===== config.mk =====
export PLATFORM = sky130hd
export DESIGN_NAME = metaball_field_accumulator_unit
export DESIGN_NICKNAME = d
export VERILOG_FILES = /design/src/hdl/mfa_pkg.sv /design/src/hdl/mfa_mul.sv /design/src/hdl/mfa_div.sv /design/src/hdl/metaball_field_accumulator_unit.sv
export SDC_FILE = /design/constraint.sdc
export NUM_CORES = 1
export LEC_CHECK = 0
export ABC_CLOCK_PERIOD_IN_PS = 6300
export BUFFER_PORTS_ARGS = -buffer_cell sky130_fd_sc_hd__buf_2
export CORE_UTILIZATION = 27
export DETAILED_ROUTE_END_ITERATION = 10
export GPL_TIMING_DRIVEN = 0
export SLEW_MARGIN = 15
export SYNTH_ARGS = -nofsm -noshare
export SYNTH_HDL_FRONTEND = slang
export SYNTH_HIERARCHICAL = 1
export SYNTH_SLANG_ARGS = --single-unit

===== constraint.sdc =====
create_clock -name clk_i -period 6.3 [get_ports clk_i]
set_input_delay 0.945 -clock clk_i [delete_from_list [all_inputs] [get_ports clk_i]]
set_output_delay 0.945 -clock clk_i [all_outputs]
set_load 0.01 [all_outputs]

===== src/hdl/mfa_pkg.sv =====
// shared types and constants for the metaball field accumulator
package mfa_pkg;

  localparam int unsigned CFG_IDX_W  = 8;
  localparam int unsigned CFG_DATA_W = 16;

  localparam logic [CFG_IDX_W-1:0] REG_RADIUS   = 8'd0;
  localparam logic [CFG_IDX_W-1:0] REG_STRENGTH = 8'd1;

  localparam logic [14:0] RADIUS_RST   = 15'd410;
  localparam logic [15:0] STRENGTH_RST = 16'd256;

  // last step index of the bit-serial multiplies and of the divider
  localparam logic [4:0] MUL_LAST = 5'd15;
  localparam logic [4:0] DIV_LAST = 5'd31;

  typedef enum logic [2:0] {
    ST_IDLE,
    ST_SQ,
    ST_CHECK,
    ST_SR,
    ST_DVL,
    ST_DIV,
    ST_ACC,
    ST_FIN
  } mfa_state_e;

  typedef struct packed {
    logic load;
    logic sq_step;
    logic sr_step;
    logic div_load;
    logic div_step;
  } mfa_ctrl_t;

endpackage


===== src/hdl/mfa_mul.sv =====
// bit-serial squares of dx, dy and radius, then strength times radius squared
module mfa_mul (
  input  logic                     clk_i,
  input  mfa_pkg::mfa_ctrl_t       ctrl_i,
  input  logic signed [15:0]       point_x_i,
  input  logic signed [15:0]       point_y_i,
  input  logic signed [15:0]       particle_x_i,
  input  logic signed [15:0]       particle_y_i,
  input  logic        [14:0]       radius_i,
  input  logic        [15:0]       strength_i,
  output logic        [32:0]       d2_o,
  output logic        [29:0]       r2_o,
  output logic        [45:0]       prod_o
);

  logic [16:0] dx, dy;
  logic [15:0] adx, ady;

  logic [15:0] ax_q, ay_q, mx_q, my_q, mr_q, ms_q;
  logic [14:0] ar_q;
  logic [31:0] accx_q, accy_q;
  logic [29:0] accr_q;
  logic [45:0] accp_q;

  assign dx  = {point_x_i[15], point_x_i} - {particle_x_i[15], particle_x_i};
  assign dy  = {point_y_i[15], point_y_i} - {particle_y_i[15], particle_y_i};
  // magnitude of a 17-bit difference always fits in 16 bits
  assign adx = dx[16] ? 16'(-dx) : dx[15:0];
  assign ady = dy[16] ? 16'(-dy) : dy[15:0];

  always_ff @(posedge clk_i) begin
    if (ctrl_i.load) begin
      ax_q   <= adx;
      mx_q   <= adx;
      ay_q   <= ady;
      my_q   <= ady;
      ar_q   <= radius_i;
      mr_q   <= {1'b0, radius_i};
      ms_q   <= strength_i;
      accx_q <= '0;
      accy_q <= '0;
      accr_q <= '0;
      accp_q <= '0;
    end else if (ctrl_i.sq_step) begin
      // msb first: acc = 2*acc + bit*multiplicand
      accx_q <= {accx_q[30:0], 1'b0} + (mx_q[15] ? {16'b0, ax_q} : 32'd0);
      accy_q <= {accy_q[30:0], 1'b0} + (my_q[15] ? {16'b0, ay_q} : 32'd0);
      accr_q <= {accr_q[28:0], 1'b0} + (mr_q[15] ? {15'b0, ar_q} : 30'd0);
      mx_q   <= {mx_q[14:0], 1'b0};
      my_q   <= {my_q[14:0], 1'b0};
      mr_q   <= {mr_q[14:0], 1'b0};
    end else if (ctrl_i.sr_step) begin
      accp_q <= {accp_q[44:0], 1'b0} + (ms_q[15] ? {16'b0, accr_q} : 46'd0);
      ms_q   <= {ms_q[14:0], 1'b0};
    end
  end

  assign d2_o   = {1'b0, accx_q} + {1'b0, accy_q};
  assign r2_o   = accr_q;
  assign prod_o = accp_q;

endmodule


===== src/hdl/mfa_div.sv =====
// radix-2 restoring divider for the influence term, with quotient overflow detect
module mfa_div (
  input  logic               clk_i,
  input  mfa_pkg::mfa_ctrl_t ctrl_i,
  input  logic [45:0]        prod_i,
  input  logic [29:0]        d2_i,
  output logic [31:0]        term_o,
  output logic               too_big_o
);

  logic [29:0] rem_q, dvs_q;
  logic [31:0] quo_q;
  logic        too_big_q;
  logic [30:0] trial;
  logic        fits;

  assign trial = {rem_q, quo_q[31]};
  assign fits  = trial >= {1'b0, dvs_q};

  always_ff @(posedge clk_i) begin
    if (ctrl_i.div_load) begin
      // numerator is prod * 2^8; its part above bit 31 decides overflow
      rem_q     <= {8'b0, prod_i[45:24]};
      quo_q     <= {prod_i[23:0], 8'b0};
      dvs_q     <= d2_i;
      too_big_q <= {8'b0, prod_i[45:24]} >= d2_i;
    end else if (ctrl_i.div_step) begin
      rem_q <= fits ? 30'(trial - {1'b0, dvs_q}) : trial[29:0];
      quo_q <= {quo_q[30:0], fits};
    end
  end

  assign term_o    = too_big_q ? 32'hFFFF_FFFF : quo_q;
  assign too_big_o = too_big_q;

endmodule


===== src/hdl/metaball_field_accumulator_unit.sv =====
// top level: metaball field accumulator with serial multiply and divide
//
// s_axis carries one item per grid point and particle pair: tdata holds the
// coordinates, tuser the particle valid flag and tlast the last particle mark.
// m_axis gives one item per grid point, on the item marked last: tdata the
// Q16.16 field sum, tuser the saturation flag.
// cfg carries register writes (index 0 radius, index 1 strength), always
// ready; indexes beyond these are dropped.
// An item whose particle is invalid skips all arithmetic; one that lies out of
// range or on the point runs only the squares; one that contributes runs two
// 16-step bit-serial multiply passes and a 32-step radix-2 divide.
// A result leaves through an output register; while the receiver stalls the
// block keeps accepting items and only holds on a further last item until the
// register is taken.
// Reset clears the running sum, the flag and the output valid, and restores the
// register defaults (radius 410, strength 256).
module metaball_field_accumulator_unit (
  input  logic        clk_i,
  input  logic        rst_ni,
  input  logic        s_axis_tvalid_i,
  output logic        s_axis_tready_o,
  input  logic [63:0] s_axis_tdata_i,  // point_x, point_y, particle_x, particle_y
  input  logic        s_axis_tuser_i,  // particle_valid
  input  logic        s_axis_tlast_i,
  output logic        m_axis_tvalid_o,
  input  logic        m_axis_tready_i,
  output logic [31:0] m_axis_tdata_o,  // field_value
  output logic        m_axis_tuser_o,  // saturated
  input  logic        cfg_valid_i,
  output logic        cfg_ready_o,
  input  logic [mfa_pkg::CFG_IDX_W-1:0]  cfg_index_i,
  input  logic [mfa_pkg::CFG_DATA_W-1:0] cfg_data_i
);

  mfa_pkg::mfa_state_e state_q, state_d;
  mfa_pkg::mfa_ctrl_t  ctrl;

  logic [4:0]  cnt_q, cnt_d;
  logic [14:0] radius_q;
  logic [15:0] strength_q;
  logic        last_q;
  logic [31:0] sum_q, sum_d;
  logic        ovf_q, ovf_d;
  logic        out_valid_q, out_valid_d;
  logic [31:0] out_value_q;
  logic        out_sat_q;
  logic        out_load;

  logic [32:0] d2;
  logic [29:0] r2;
  logic [45:0] prod;
  logic [31:0] term;
  logic        too_big;
  logic [32:0] sum_ext;
  logic        accept;

  assign accept      = s_axis_tvalid_i && s_axis_tready_o;
  assign cfg_ready_o = 1'b1;

  mfa_mul u_mul (
    .clk_i        (clk_i),
    .ctrl_i       (ctrl),
    .point_x_i    (s_axis_tdata_i[15:0]),
    .point_y_i    (s_axis_tdata_i[31:16]),
    .particle_x_i (s_axis_tdata_i[47:32]),
    .particle_y_i (s_axis_tdata_i[63:48]),
    .radius_i     (radius_q),
    .strength_i   (strength_q),
    .d2_o         (d2),
    .r2_o         (r2),
    .prod_o       (prod)
  );

  mfa_div u_div (
    .clk_i     (clk_i),
    .ctrl_i    (ctrl),
    .prod_i    (prod),
    .d2_i      (d2[29:0]),
    .term_o    (term),
    .too_big_o (too_big)
  );

  assign sum_ext = {1'b0, sum_q} + {1'b0, term};

  always_comb begin
    state_d         = state_q;
    cnt_d           = cnt_q;
    ctrl            = '0;
    sum_d           = sum_q;
    ovf_d           = ovf_q;
    out_load        = 1'b0;
    s_axis_tready_o = 1'b0;
    case (state_q)
      mfa_pkg::ST_IDLE: begin
        s_axis_tready_o = 1'b1;
        if (s_axis_tvalid_i) begin
          ctrl.load = 1'b1;
          cnt_d     = '0;
          state_d   = s_axis_tuser_i ? mfa_pkg::ST_SQ : mfa_pkg::ST_FIN;
        end
      end
      mfa_pkg::ST_SQ: begin
        ctrl.sq_step = 1'b1;
        cnt_d        = cnt_q + 5'd1;
        if (cnt_q == mfa_pkg::MUL_LAST) state_d = mfa_pkg::ST_CHECK;
      end
      mfa_pkg::ST_CHECK: begin
        cnt_d = '0;
        // only 0 < d2 < r2 contributes
        if (d2 != '0 && d2 < {3'b0, r2}) state_d = mfa_pkg::ST_SR;
        else                             state_d = mfa_pkg::ST_FIN;
      end
      mfa_pkg::ST_SR: begin
        ctrl.sr_step = 1'b1;
        cnt_d        = cnt_q + 5'd1;
        if (cnt_q == mfa_pkg::MUL_LAST) state_d = mfa_pkg::ST_DVL;
      end
      mfa_pkg::ST_DVL: begin
        ctrl.div_load = 1'b1;
        cnt_d         = '0;
        state_d       = mfa_pkg::ST_DIV;
      end
      mfa_pkg::ST_DIV: begin
        ctrl.div_step = 1'b1;
        cnt_d         = cnt_q + 5'd1;
        if (cnt_q == mfa_pkg::DIV_LAST) state_d = mfa_pkg::ST_ACC;
      end
      mfa_pkg::ST_ACC: begin
        sum_d   = sum_ext[32] ? 32'hFFFF_FFFF : sum_ext[31:0];
        ovf_d   = ovf_q || too_big || sum_ext[32];
        state_d = mfa_pkg::ST_FIN;
      end
      mfa_pkg::ST_FIN: begin
        if (!last_q) begin
          state_d = mfa_pkg::ST_IDLE;
        end else if (!out_valid_q || m_axis_tready_i) begin
          out_load = 1'b1;
          sum_d    = '0;
          ovf_d    = 1'b0;
          state_d  = mfa_pkg::ST_IDLE;
        end
      end
      default: begin
        state_d = mfa_pkg::ST_IDLE;
      end
    endcase
  end

  always_comb begin
    out_valid_d = out_valid_q;
    if (m_axis_tready_i) out_valid_d = 1'b0;
    if (out_load)        out_valid_d = 1'b1;
  end

  always_ff @(posedge clk_i or negedge rst_ni) begin
    if (!rst_ni) begin
      state_q     <= mfa_pkg::ST_IDLE;
      cnt_q       <= '0;
      sum_q       <= '0;
      ovf_q       <= 1'b0;
      out_valid_q <= 1'b0;
      radius_q    <= mfa_pkg::RADIUS_RST;
      strength_q  <= mfa_pkg::STRENGTH_RST;
    end else begin
      state_q     <= state_d;
      cnt_q       <= cnt_d;
      sum_q       <= sum_d;
      ovf_q       <= ovf_d;
      out_valid_q <= out_valid_d;
      if (cfg_valid_i && cfg_ready_o) begin
        case (cfg_index_i)
          mfa_pkg::REG_RADIUS:   radius_q   <= cfg_data_i[14:0];
          mfa_pkg::REG_STRENGTH: strength_q <= cfg_data_i;
          default: ;
        endcase
      end
    end
  end

  always_ff @(posedge clk_i) begin
    if (accept) last_q <= s_axis_tlast_i;
    if (out_load) begin
      out_value_q <= sum_q;
      out_sat_q   <= ovf_q;
    end
  end

  assign m_axis_tvalid_o = out_valid_q;
  assign m_axis_tdata_o  = out_value_q;
  assign m_axis_tuser_o  = out_sat_q;

endmodule


==> impl_metrics.xml, run 1 <==
<?xml version="1.0" encoding="UTF-8"?>
<metrics>
  <group name="global_route">
    <metric name="antenna_violations_before_repair" unit="">2</metric>
    <metric name="grt_max_degree" unit="">52</metric>
    <metric name="grt_use_total" unit="%">14.2</metric>
    <metric name="first_pass_grt_wire_length" unit="mm">130</metric>
    <metric name="grt_overflow_total" unit="">0</metric>
    <metric name="first_global_vias" unit="">23500</metric>
  </group>
  <group name="critical_path">
    <metric name="worstSetupStartpointType" unit="">register</metric>
    <metric name="critPathCaptureType" unit="">register</metric>
    <metric name="cp_data_required_time" unit="ps">6750</metric>
    <metric name="worst_r2r_endpoint" unit="">state_q[2]</metric>
    <metric name="crit-reg2reg-launch" unit="">u_mul/accy_q[0]</metric>
    <metric name="worstPathMaxFanout" unit="">4</metric>
    <metric name="critPathBufInv" unit="">1</metric>
    <metric name="reg2reg_slack" unit="ps">1020</metric>
    <metric name="reg2reg_depth" unit="">20</metric>
    <metric name="critical_path.startpoint" unit="">u_mul/accy_q[0]</metric>
    <metric name="setup.worst_path.class" unit="">reg2reg</metric>
    <metric name="critical_path.max_stage_delay" unit="ps">780</metric>
    <metric name="worst_ep_arrival_time" unit="ps">5730</metric>
    <metric name="critical-path-slowest-cell" unit="">sky130_fd_sc_hd__a311oi_1</metric>
    <metric name="critPathTopFamily" unit="">compound AO/OA/AOI/OAI gates</metric>
    <metric name="crit_path_cells" unit="">ha_1 &gt; inv_1 &gt; fa_1 &gt; nor2b_1 &gt; o21ai_1 &gt; a21bo_1 &gt; a21oi_1 &gt; a221o_1 &gt; a22o_1 &gt; a211oi_2 &gt; o31ai_1 &gt; xor2_1 &gt; ha_1 &gt; a21o_1 &gt; a21oi_1 &gt; nor2b_1 &gt; o21ai_0 &gt; o2111ai_1 &gt; a311oi_1 &gt; nor2_1</metric>
  </group>
  <group name="sta">
    <metric name="max_slew.worst_pin.slew" unit="ps">1160</metric>
    <metric name="fin_hold_ws" unit="ps">293</metric>
    <metric name="final-max-slew-violation-count" unit="">0</metric>
    <metric name="rsz0062_at_grt" unit="">no</metric>
    <metric name="fmax" unit="MHz">189</metric>
    <metric name="finalCriticalPeriod" unit="ps">5280</metric>
    <metric name="post-route-period-util" unit="%">83.9</metric>
    <metric name="worst_slew_margin_rel" unit="%">22.6</metric>
    <metric name="finalSetupViolCount" unit="">0</metric>
    <metric name="timing.final.hold_violations" unit="">0</metric>
    <metric name="fin_worst_skew" unit="ps">29.8</metric>
  </group>
  <group name="clock_tree">
    <metric name="h-tree-depth" unit="">2</metric>
    <metric name="clkSinkCount" unit="">451</metric>
    <metric name="clk-insertion-delay-late" unit="ps">620</metric>
    <metric name="largest_buffer_count_on_any_clock_path" unit="">3</metric>
    <metric name="cts.reportedPaths.clkPinSlew" unit="ps">60</metric>
    <metric name="post_cts_resized" unit="">0</metric>
    <metric name="clock_tree.root_cell" unit="">sky130_fd_sc_hd__clkbuf_16</metric>
    <metric name="post-cts-setup-buffer-count" unit="">0</metric>
    <metric name="tritoncts" unit="">built</metric>
    <metric name="tritoncts.num_buffers" unit="">49</metric>
    <metric name="cts_hold_buffers" unit="">0</metric>
  </group>
  <group name="synth">
    <metric name="ys_top_cells_by_area" unit="">sky130_fd_sc_hd__edfxtp_1 22%, sky130_fd_sc_hd__ha_1 11%, sky130_fd_sc_hd__dfxtp_1 10%</metric>
    <metric name="post_synth_and_or_nand_nor_area_fraction" unit="%">16.3</metric>
    <metric name="synthDominantAreaCellType" unit="">sky130_fd_sc_hd__edfxtp_1</metric>
    <metric name="synth_nets" unit="">3557</metric>
    <metric name="post_synth.cell_area_avg" unit="um2">9.49</metric>
    <metric name="dominant_combinational_cell_family_by_area_after_synthesis" unit="">compound AO/OA/AOI/OAI gates</metric>
    <metric name="yosys_most_used_dff" unit="">sky130_fd_sc_hd__edfxtp_1</metric>
    <metric name="ys_ff_latch" unit="">451</metric>
    <metric name="synth-compound-area-share" unit="%">18.9</metric>
    <metric name="synth-async-reset-ratio" unit="%">16.2</metric>
    <metric name="number_of_enable_type_register_cells_in_the_synthesized_netlist" unit="">221</metric>
    <metric name="syn_inst_count" unit="">3198</metric>
    <metric name="synth-xor-area-share" unit="%">6.58</metric>
    <metric name="synth_sequential_area_ratio" unit="%">38.3</metric>
    <metric name="netlist-cell-type-count" unit="">113</metric>
    <metric name="synthAdderAreaFrac" unit="%">11.1</metric>
    <metric name="synthDominantCellAreaShare" unit="%">21.9</metric>
    <metric name="yosysWarningCount" unit="">6</metric>
    <metric name="synth.area.mux_share" unit="%">4.71</metric>
    <metric name="syn-cell-area" unit="um2">30300</metric>
  </group>
  <group name="finish">
    <metric name="area_growth_syn_to_layout" unit="%">15.0</metric>
    <metric name="drive_above_1_share" unit="%">12.7</metric>
    <metric name="design.final.nets" unit="">3744</metric>
  </group>
  <group name="route">
    <metric name="detailedRoute.firstPassIterationCount" unit="">6</metric>
    <metric name="via_per_inst" unit="">4.94</metric>
    <metric name="detail_route.drc_violations" unit="">0</metric>
    <metric name="num_vias" unit="">24300</metric>
    <metric name="initialDrtViolationCount" unit="">1687</metric>
    <metric name="detail_route.wl_per_cell" unit="um">16.6</metric>
    <metric name="antenna_left" unit="">0</metric>
    <metric name="route.final.wire_length" unit="mm">81.6</metric>
  </group>
  <group name="floorplan">
    <metric name="die_h" unit="um">337</metric>
    <metric name="initial_core_util" unit="%">27.3</metric>
    <metric name="dieArea" unit="um2">114000</metric>
    <metric name="floorplan.core_area" unit="um2">111000</metric>
    <metric name="die_width" unit="um">337</metric>
    <metric name="ioPinCount" unit="">131</metric>
    <metric name="core.rowCount" unit="">122</metric>
  </group>
  <group name="placed_design">
    <metric name="hpwl" unit="mm">63.1</metric>
    <metric name="port_bufs" unit="">129</metric>
    <metric name="gp_routability_congestion" unit="">0.878</metric>
  </group>
  <group name="min_path">
    <metric name="min_path_type" unit="">in2async</metric>
  </group>
  <group name="power_and_ir_drop">
    <metric name="power-per-cell-area" unit="nW/um2">581</metric>
    <metric name="p_leak" unit="nW">14.5</metric>
    <metric name="vdd.ir_drop.worst" unit="mV">0.239</metric>
    <metric name="p_total" unit="mW">20.3</metric>
  </group>
  <group name="job">
    <metric name="drv.max_cap_violation_count" unit="">0</metric>
  </group>
  <group name="outcome">
    <metric name="status" unit="">finished clean</metric>
  </group>
</metrics>
==> cell families after synthesis <==
family / count (synthesis)
AOI/OAI and AO/OA: 847
xor gates and xnor gates: 227
adders and majority gates: 264
buffers and inverters: 296
DFF: 451
muxes: 131
other: 1
and+or+nand+nor: 981
==> cell type report <==
class	instances	area, um2
multi-input cells	2451	17500
inverters	178	668
well taps	1488	1860
plain buffers	118	577
flip-flops and latches	451	11600
clock buffers	59	1330
clock inverters	32	587
fillers	11600	76100
diodes	4	10.0
repair buffers	136	758
==> cell usage after synthesis (17+ instances only) <==
master	n
sky130_fd_sc_hd__nor2b_1	38
sky130_fd_sc_hd__nand4_1	34
sky130_fd_sc_hd__xor2_1	96
sky130_fd_sc_hd__o21bai_1	26
sky130_fd_sc_hd__o21ai_1	27
sky130_fd_sc_hd__and2_1	85
sky130_fd_sc_hd__edfxtp_1	221
sky130_fd_sc_hd__and3_1	42
sky130_fd_sc_hd__o21ai_0	177
sky130_fd_sc_hd__clkbuf_1	84
sky130_fd_sc_hd__dfrtp_1	67
sky130_fd_sc_hd__a21o_1	95
sky130_fd_sc_hd__nand3b_1	17
sky130_fd_sc_hd__nor2_1	215
sky130_fd_sc_hd__inv_1	178
sky130_fd_sc_hd__nand2b_1	28
sky130_fd_sc_hd__o211ai_1	20
sky130_fd_sc_hd__a31oi_1	32
sky130_fd_sc_hd__a311oi_1	19
sky130_fd_sc_hd__nor3_1	43
sky130_fd_sc_hd__a21oi_1	181
sky130_fd_sc_hd__nor4_1	17
sky130_fd_sc_hd__o21a_1	25
sky130_fd_sc_hd__mux2i_1	39
sky130_fd_sc_hd__nand2_1	276
sky130_fd_sc_hd__or2_2	38
sky130_fd_sc_hd__a211oi_1	63
sky130_fd_sc_hd__xnor2_1	130
sky130_fd_sc_hd__a22o_1	30
sky130_fd_sc_hd__mux2_2	91
sky130_fd_sc_hd__nand3_1	65
sky130_fd_sc_hd__dfxtp_1	157
sky130_fd_sc_hd__or3_1	32
sky130_fd_sc_hd__ha_1	255
==> routing by layer <==
metal | vias to the layer above | GRT usage [%] | share of wire, %
li1 | 12100 | - | -
met1 | 11500 | 19.7 | 48
met2 | 565 | 22.9 | 45
met3 | 105 | 1.82 | 4.7
met4 | 2 | 3.70 | 2.2
met5 | - | 0 | 0.0098
==> registers in the layout, indices dropped and copies added, names as in the netlist, 3 cells and up <==
signal / cells
state_q: 3
u_div/rem_q: 30
u_div/dvs_q: 30
strength_q: 16
m_axis_tdata_o: 32
u_mul/ms_q: 16
u_mul/ay_q: 16
u_mul/mr_q: 16
u_mul/prod_o: 46
u_mul/ax_q: 16
u_mul/my_q: 16
u_mul/accx_q: 32
u_mul/ar_q: 15
radius_q: 15
u_mul/mx_q: 16
sum_q: 32
cnt_q: 5
u_mul/accy_q: 32
u_mul/r2_o: 30
u_div/quo_q: 32
==> layout by cell type, fill, tap and decap left out, types with 90 or more instances in the layout <==
master | synthesis | layout
sky130_fd_sc_hd__mux2_2 | 91 | 91
sky130_fd_sc_hd__dfxtp_1 | 157 | 157
sky130_fd_sc_hd__a21o_1 | 95 | 95
sky130_fd_sc_hd__ha_1 | 255 | 255
sky130_fd_sc_hd__xnor2_1 | 130 | 130
sky130_fd_sc_hd__buf_2 | 7 | 135
sky130_fd_sc_hd__xor2_1 | 96 | 96
sky130_fd_sc_hd__a21oi_1 | 181 | 181
sky130_fd_sc_hd__edfxtp_1 | 221 | 221
sky130_fd_sc_hd__nand2_1 | 276 | 276
sky130_fd_sc_hd__nor2_1 | 215 | 214
sky130_fd_sc_hd__clkbuf_1 | 84 | 90
sky130_fd_sc_hd__inv_1 | 178 | 176
sky130_fd_sc_hd__o21ai_0 | 177 | 177
==> report_power, final <==
| part | leakage (nW) | switching, mW | total, mW | internal (mW) |
|---|---|---|---|---|
| registers | 4.30 | 1.05 | 5.54 | 4.48 |
| clock network | 0.921 | 1.27 | 3.40 | 2.13 |
| logic | 9.26 | 6.76 | 11.3 | 4.59 |
| total | 14.5 | 9.09 | 20.3 | 11.2 |
==> through the flow <==
step	setup TNS, ps	util, %	setup slack (ps)	std cells	area (um2)
after floorplan	0	-	772	3198	30300
after global placement	-122440	29.6	-1920	4815	32900
after detailed placement	0	29.7	1110	4822	33000
after CTS	0	31.4	1080	4913	34900
after global routing	0	31.4	712	4913	34900
final	0	31.5	1020	4917	34900
==> worst max path at each step <==
stage,end,slack [ps],cells after the start
after floorplan,u_div/quo_q[10],770,7
after global placement,u_div/quo_q[16],-1920,7
after detailed placement,state_q[2],1110,20
after CTS,state_q[2],1080,19
after global routing,state_q[2],710,19
final,state_q[2],1020,20
(Power assumes the default switching activity.)
==> run 2, diff against run 1 <==
ABC_CLOCK_PERIOD_IN_PS = 5390   (was 6300)
clock period = 5.39 ns   (was 6.3 ns; I/O delays follow)
==> run 2 against run 1 <==
  * Power is 15% higher
  * Cell count about the same
  * First-iteration DRC count rose by 0.24%
  * Largest power group unchanged
  * Critical path depth is the same
  * Sequential power is 17% higher
  * Maximum frequency rose by 3.9%
  * Worst hold slack worse by 140 ps
  * Core utilization shrank 0.14 points
  * Global-route usage is 0.073 points lower
  * Flip-flop and latch count unchanged
==> impl_metrics.xml, run 2 (synthesis gave the netlist of run 1 again) <==
<?xml version="1.0" encoding="UTF-8"?>
<metrics>
  <group name="critical_path">
    <metric name="worstSetupStartpointType" unit="">register</metric>
    <metric name="worstPathMaxFanout" unit="">4</metric>
    <metric name="setup.worst_path.class" unit="">reg2reg</metric>
    <metric name="critPathCaptureType" unit="">register</metric>
    <metric name="worst_ep_arrival_time" unit="ps">5560</metric>
    <metric name="reg2reg_slack" unit="ps">310</metric>
    <metric name="cp_data_required_time" unit="ps">5870</metric>
  </group>
  <group name="sta">
    <metric name="worst_slew_margin_rel" unit="%">23.6</metric>
    <metric name="setup_tns" unit="ps">0</metric>
    <metric name="fmax" unit="MHz">197</metric>
    <metric name="finalSetupViolCount" unit="">0</metric>
    <metric name="fin_worst_skew" unit="ps">16.2</metric>
    <metric name="final-max-slew-violation-count" unit="">0</metric>
    <metric name="max_slew.worst_pin.slew" unit="ps">1150</metric>
    <metric name="timing.final.hold_violations" unit="">0</metric>
    <metric name="rsz0062_at_grt" unit="">no</metric>
    <metric name="post-route-period-util" unit="%">94.3</metric>
    <metric name="finalCriticalPeriod" unit="ps">5080</metric>
  </group>
  <group name="global_route">
    <metric name="antenna_violations_before_repair" unit="">5</metric>
    <metric name="grt_use_total" unit="%">14.1</metric>
    <metric name="first_pass_grt_wire_length" unit="mm">129</metric>
    <metric name="grt_overflow_total" unit="">0</metric>
    <metric name="grt_max_degree" unit="">52</metric>
    <metric name="first_global_vias" unit="">23200</metric>
  </group>
  <group name="floorplan">
    <metric name="die_h" unit="um">337</metric>
    <metric name="core.rowCount" unit="">122</metric>
    <metric name="initial_core_util" unit="%">27.3</metric>
    <metric name="die_width" unit="um">337</metric>
    <metric name="floorplan.core_area" unit="um2">111000</metric>
    <metric name="dieArea" unit="um2">114000</metric>
    <metric name="ioPinCount" unit="">131</metric>
  </group>
  <group name="power_and_ir_drop">
    <metric name="combinationalPowerShare" unit="%">56.7</metric>
    <metric name="clock_power_share" unit="%">15.6</metric>
    <metric name="power-per-cell-area" unit="nW/um2">672</metric>
    <metric name="seq_power_share" unit="%">27.7</metric>
    <metric name="p_switching" unit="mW">10.6</metric>
    <metric name="p_leak" unit="nW">14.4</metric>
    <metric name="internal_power" unit="mW">12.8</metric>
    <metric name="vdd.ir_drop.worst" unit="mV">0.290</metric>
    <metric name="switching_share" unit="%">45.4</metric>
  </group>
  <group name="placed_design">
    <metric name="postPlaceCellArea" unit="um2">33000</metric>
    <metric name="port_bufs" unit="">129</metric>
    <metric name="numPlacedInstances" unit="">4821</metric>
    <metric name="gp_routability_congestion" unit="">0.878</metric>
    <metric name="hpwl" unit="mm">62.9</metric>
  </group>
  <group name="finish">
    <metric name="layout_commonest_cell" unit="">sky130_fd_sc_hd__nand2_1</metric>
    <metric name="post-route-util" unit="%">31.3</metric>
    <metric name="layout.cells.most_common_list" unit="">276 x sky130_fd_sc_hd__nand2_1, 255 x sky130_fd_sc_hd__ha_1, 221 x sky130_fd_sc_hd__edfxtp_1</metric>
    <metric name="drive_above_1_share" unit="%">12.8</metric>
    <metric name="design.final.nets" unit="">3743</metric>
    <metric name="stdcell_area" unit="um2">34700</metric>
    <metric name="final_instance_count_excl_fillers" unit="">4915</metric>
    <metric name="largest_register_ffs" unit="">46</metric>
    <metric name="area_growth_syn_to_layout" unit="%">14.5</metric>
  </group>
  <group name="route">
    <metric name="detailedRoute.firstPassIterationCount" unit="">5</metric>
    <metric name="num_vias" unit="">24300</metric>
    <metric name="initialDrtViolationCount" unit="">1691</metric>
    <metric name="antenna_left" unit="">0</metric>
    <metric name="detail_route.drc_violations" unit="">0</metric>
    <metric name="detail_route.wl_per_cell" unit="um">16.5</metric>
    <metric name="route.final.wire_length" unit="mm">81.3</metric>
    <metric name="via_per_inst" unit="">4.93</metric>
  </group>
  <group name="outcome">
    <metric name="status" unit="">finished clean</metric>
  </group>
  <group name="clock_tree">
    <metric name="cts_hold_buffers" unit="">0</metric>
    <metric name="clkSinkCount" unit="">451</metric>
    <metric name="clock_tree.root_cell" unit="">sky130_fd_sc_hd__clkbuf_16</metric>
    <metric name="clk-insertion-delay-late" unit="ps">620</metric>
    <metric name="tritoncts" unit="">built</metric>
    <metric name="h-tree-depth" unit="">2</metric>
    <metric name="cts.reportedPaths.clkPinSlew" unit="ps">70</metric>
    <metric name="largest_buffer_count_on_any_clock_path" unit="">3</metric>
    <metric name="tritoncts.num_buffers" unit="">49</metric>
  </group>
  <group name="job">
    <metric name="drv.max_cap_violation_count" unit="">0</metric>
  </group>
  <group name="min_path">
    <metric name="min_path_type" unit="">in2async</metric>
  </group>
</metrics>
## run 2: cell types whose count changed in the layout (fill, tap and decap cells not counted), sizes merged
cell	change
buf	-1
bufinv	-8
clkbuf	+4
clkinv	-3
clkinvlp	+2
diode	-1
inv	+5
## run 2: layout make-up
cell class | instances | area (um2)
clock buffer | 63 | 1360
multi-input combinational | 2451 | 17500
antenna | 3 | 7.51
tap | 1488 | 1860
buffer | 118 | 577
timing repair buffer | 135 | 766
inverter | 178 | 668
sequential | 451 | 11600
fill | 11500 | 76200
clock inverter | 28 | 370
## run 2: what timing repair did
action	in CTS	in global routing
endpoints found under the setup margin	0	1
gates resized for setup	0	2
buffers inserted	0	0
## run 2: routing by layer
| metal | part of all wire [%] | GRT usage [%] | vias to the layer above |
|---|---|---|---|
| met3 | 4.7 | 1.62 | 91 |
| met5 | 0.0098 | 0 | - |
| li1 | - | - | 12100 |
| met2 | 45 | 22.9 | 574 |
| met1 | 48 | 19.8 | 11500 |
| met4 | 1.8 | 3.34 | 2 |
## run 2: power by group through the flow
stage | Sequential (mW) | Clock (mW) | Combinational, mW
after floorplan | 5.98 | 0 | 9.86
after global placement | 6.54 | 0 | 12.8
after detailed placement | 6.53 | 0 | 13.0
after CTS | 6.46 | 3.73 | 13.1
after global routing | 6.62 | 3.86 | 14.8
final | 6.47 | 3.63 | 13.2
## run 2: metrics by stage
stage                     setup slack (ps)  hold slack [ps]  power [mW]
after floorplan                       1060              419        15.8
after global placement               -1210              464        19.3
after detailed placement               169              461        19.5
after CTS                              166              144        23.3
after global routing                  30.8              176        25.2
final                                  305              154        23.3
## run 2: worst max-delay path, cell delays in order, from the launching register on
cell and delay [ps]:
sky130_fd_sc_hd__dfxtp_1 370, sky130_fd_sc_hd__ha_1 230, sky130_fd_sc_hd__inv_1 70, sky130_fd_sc_hd__fa_1 400
sky130_fd_sc_hd__nor2b_1 140, sky130_fd_sc_hd__o21ai_1 90, sky130_fd_sc_hd__a21bo_1 210, sky130_fd_sc_hd__a21oi_1 250
sky130_fd_sc_hd__a221o_1 250, sky130_fd_sc_hd__a22o_1 290, sky130_fd_sc_hd__a211oi_2 150, sky130_fd_sc_hd__o31ai_1 420
sky130_fd_sc_hd__xor2_1 410, sky130_fd_sc_hd__ha_1 320, sky130_fd_sc_hd__a21o_1 160, sky130_fd_sc_hd__a21oi_1 140
sky130_fd_sc_hd__nor2b_1 50, sky130_fd_sc_hd__o21ai_0 150, sky130_fd_sc_hd__o2111ai_1 230, sky130_fd_sc_hd__a311oi_2 510
sky130_fd_sc_hd__nor2_1 100
## run 2: worst paths after layout
kind	endpoint	from	depth (start not counted)
worst max register to register	state_q[2]	u_mul/accy_q[0]	20
worst min-delay path	sum_q[13]	rst_ni	1
worst max-delay path	state_q[2]	u_mul/accy_q[0]	20
min in group clk_i	last_q	s_axis_tlast_i	1
max in group asynchronous	radius_q[8]	rst_ni	2
worst min register to register	m_axis_tuser_o	ovf_q	0
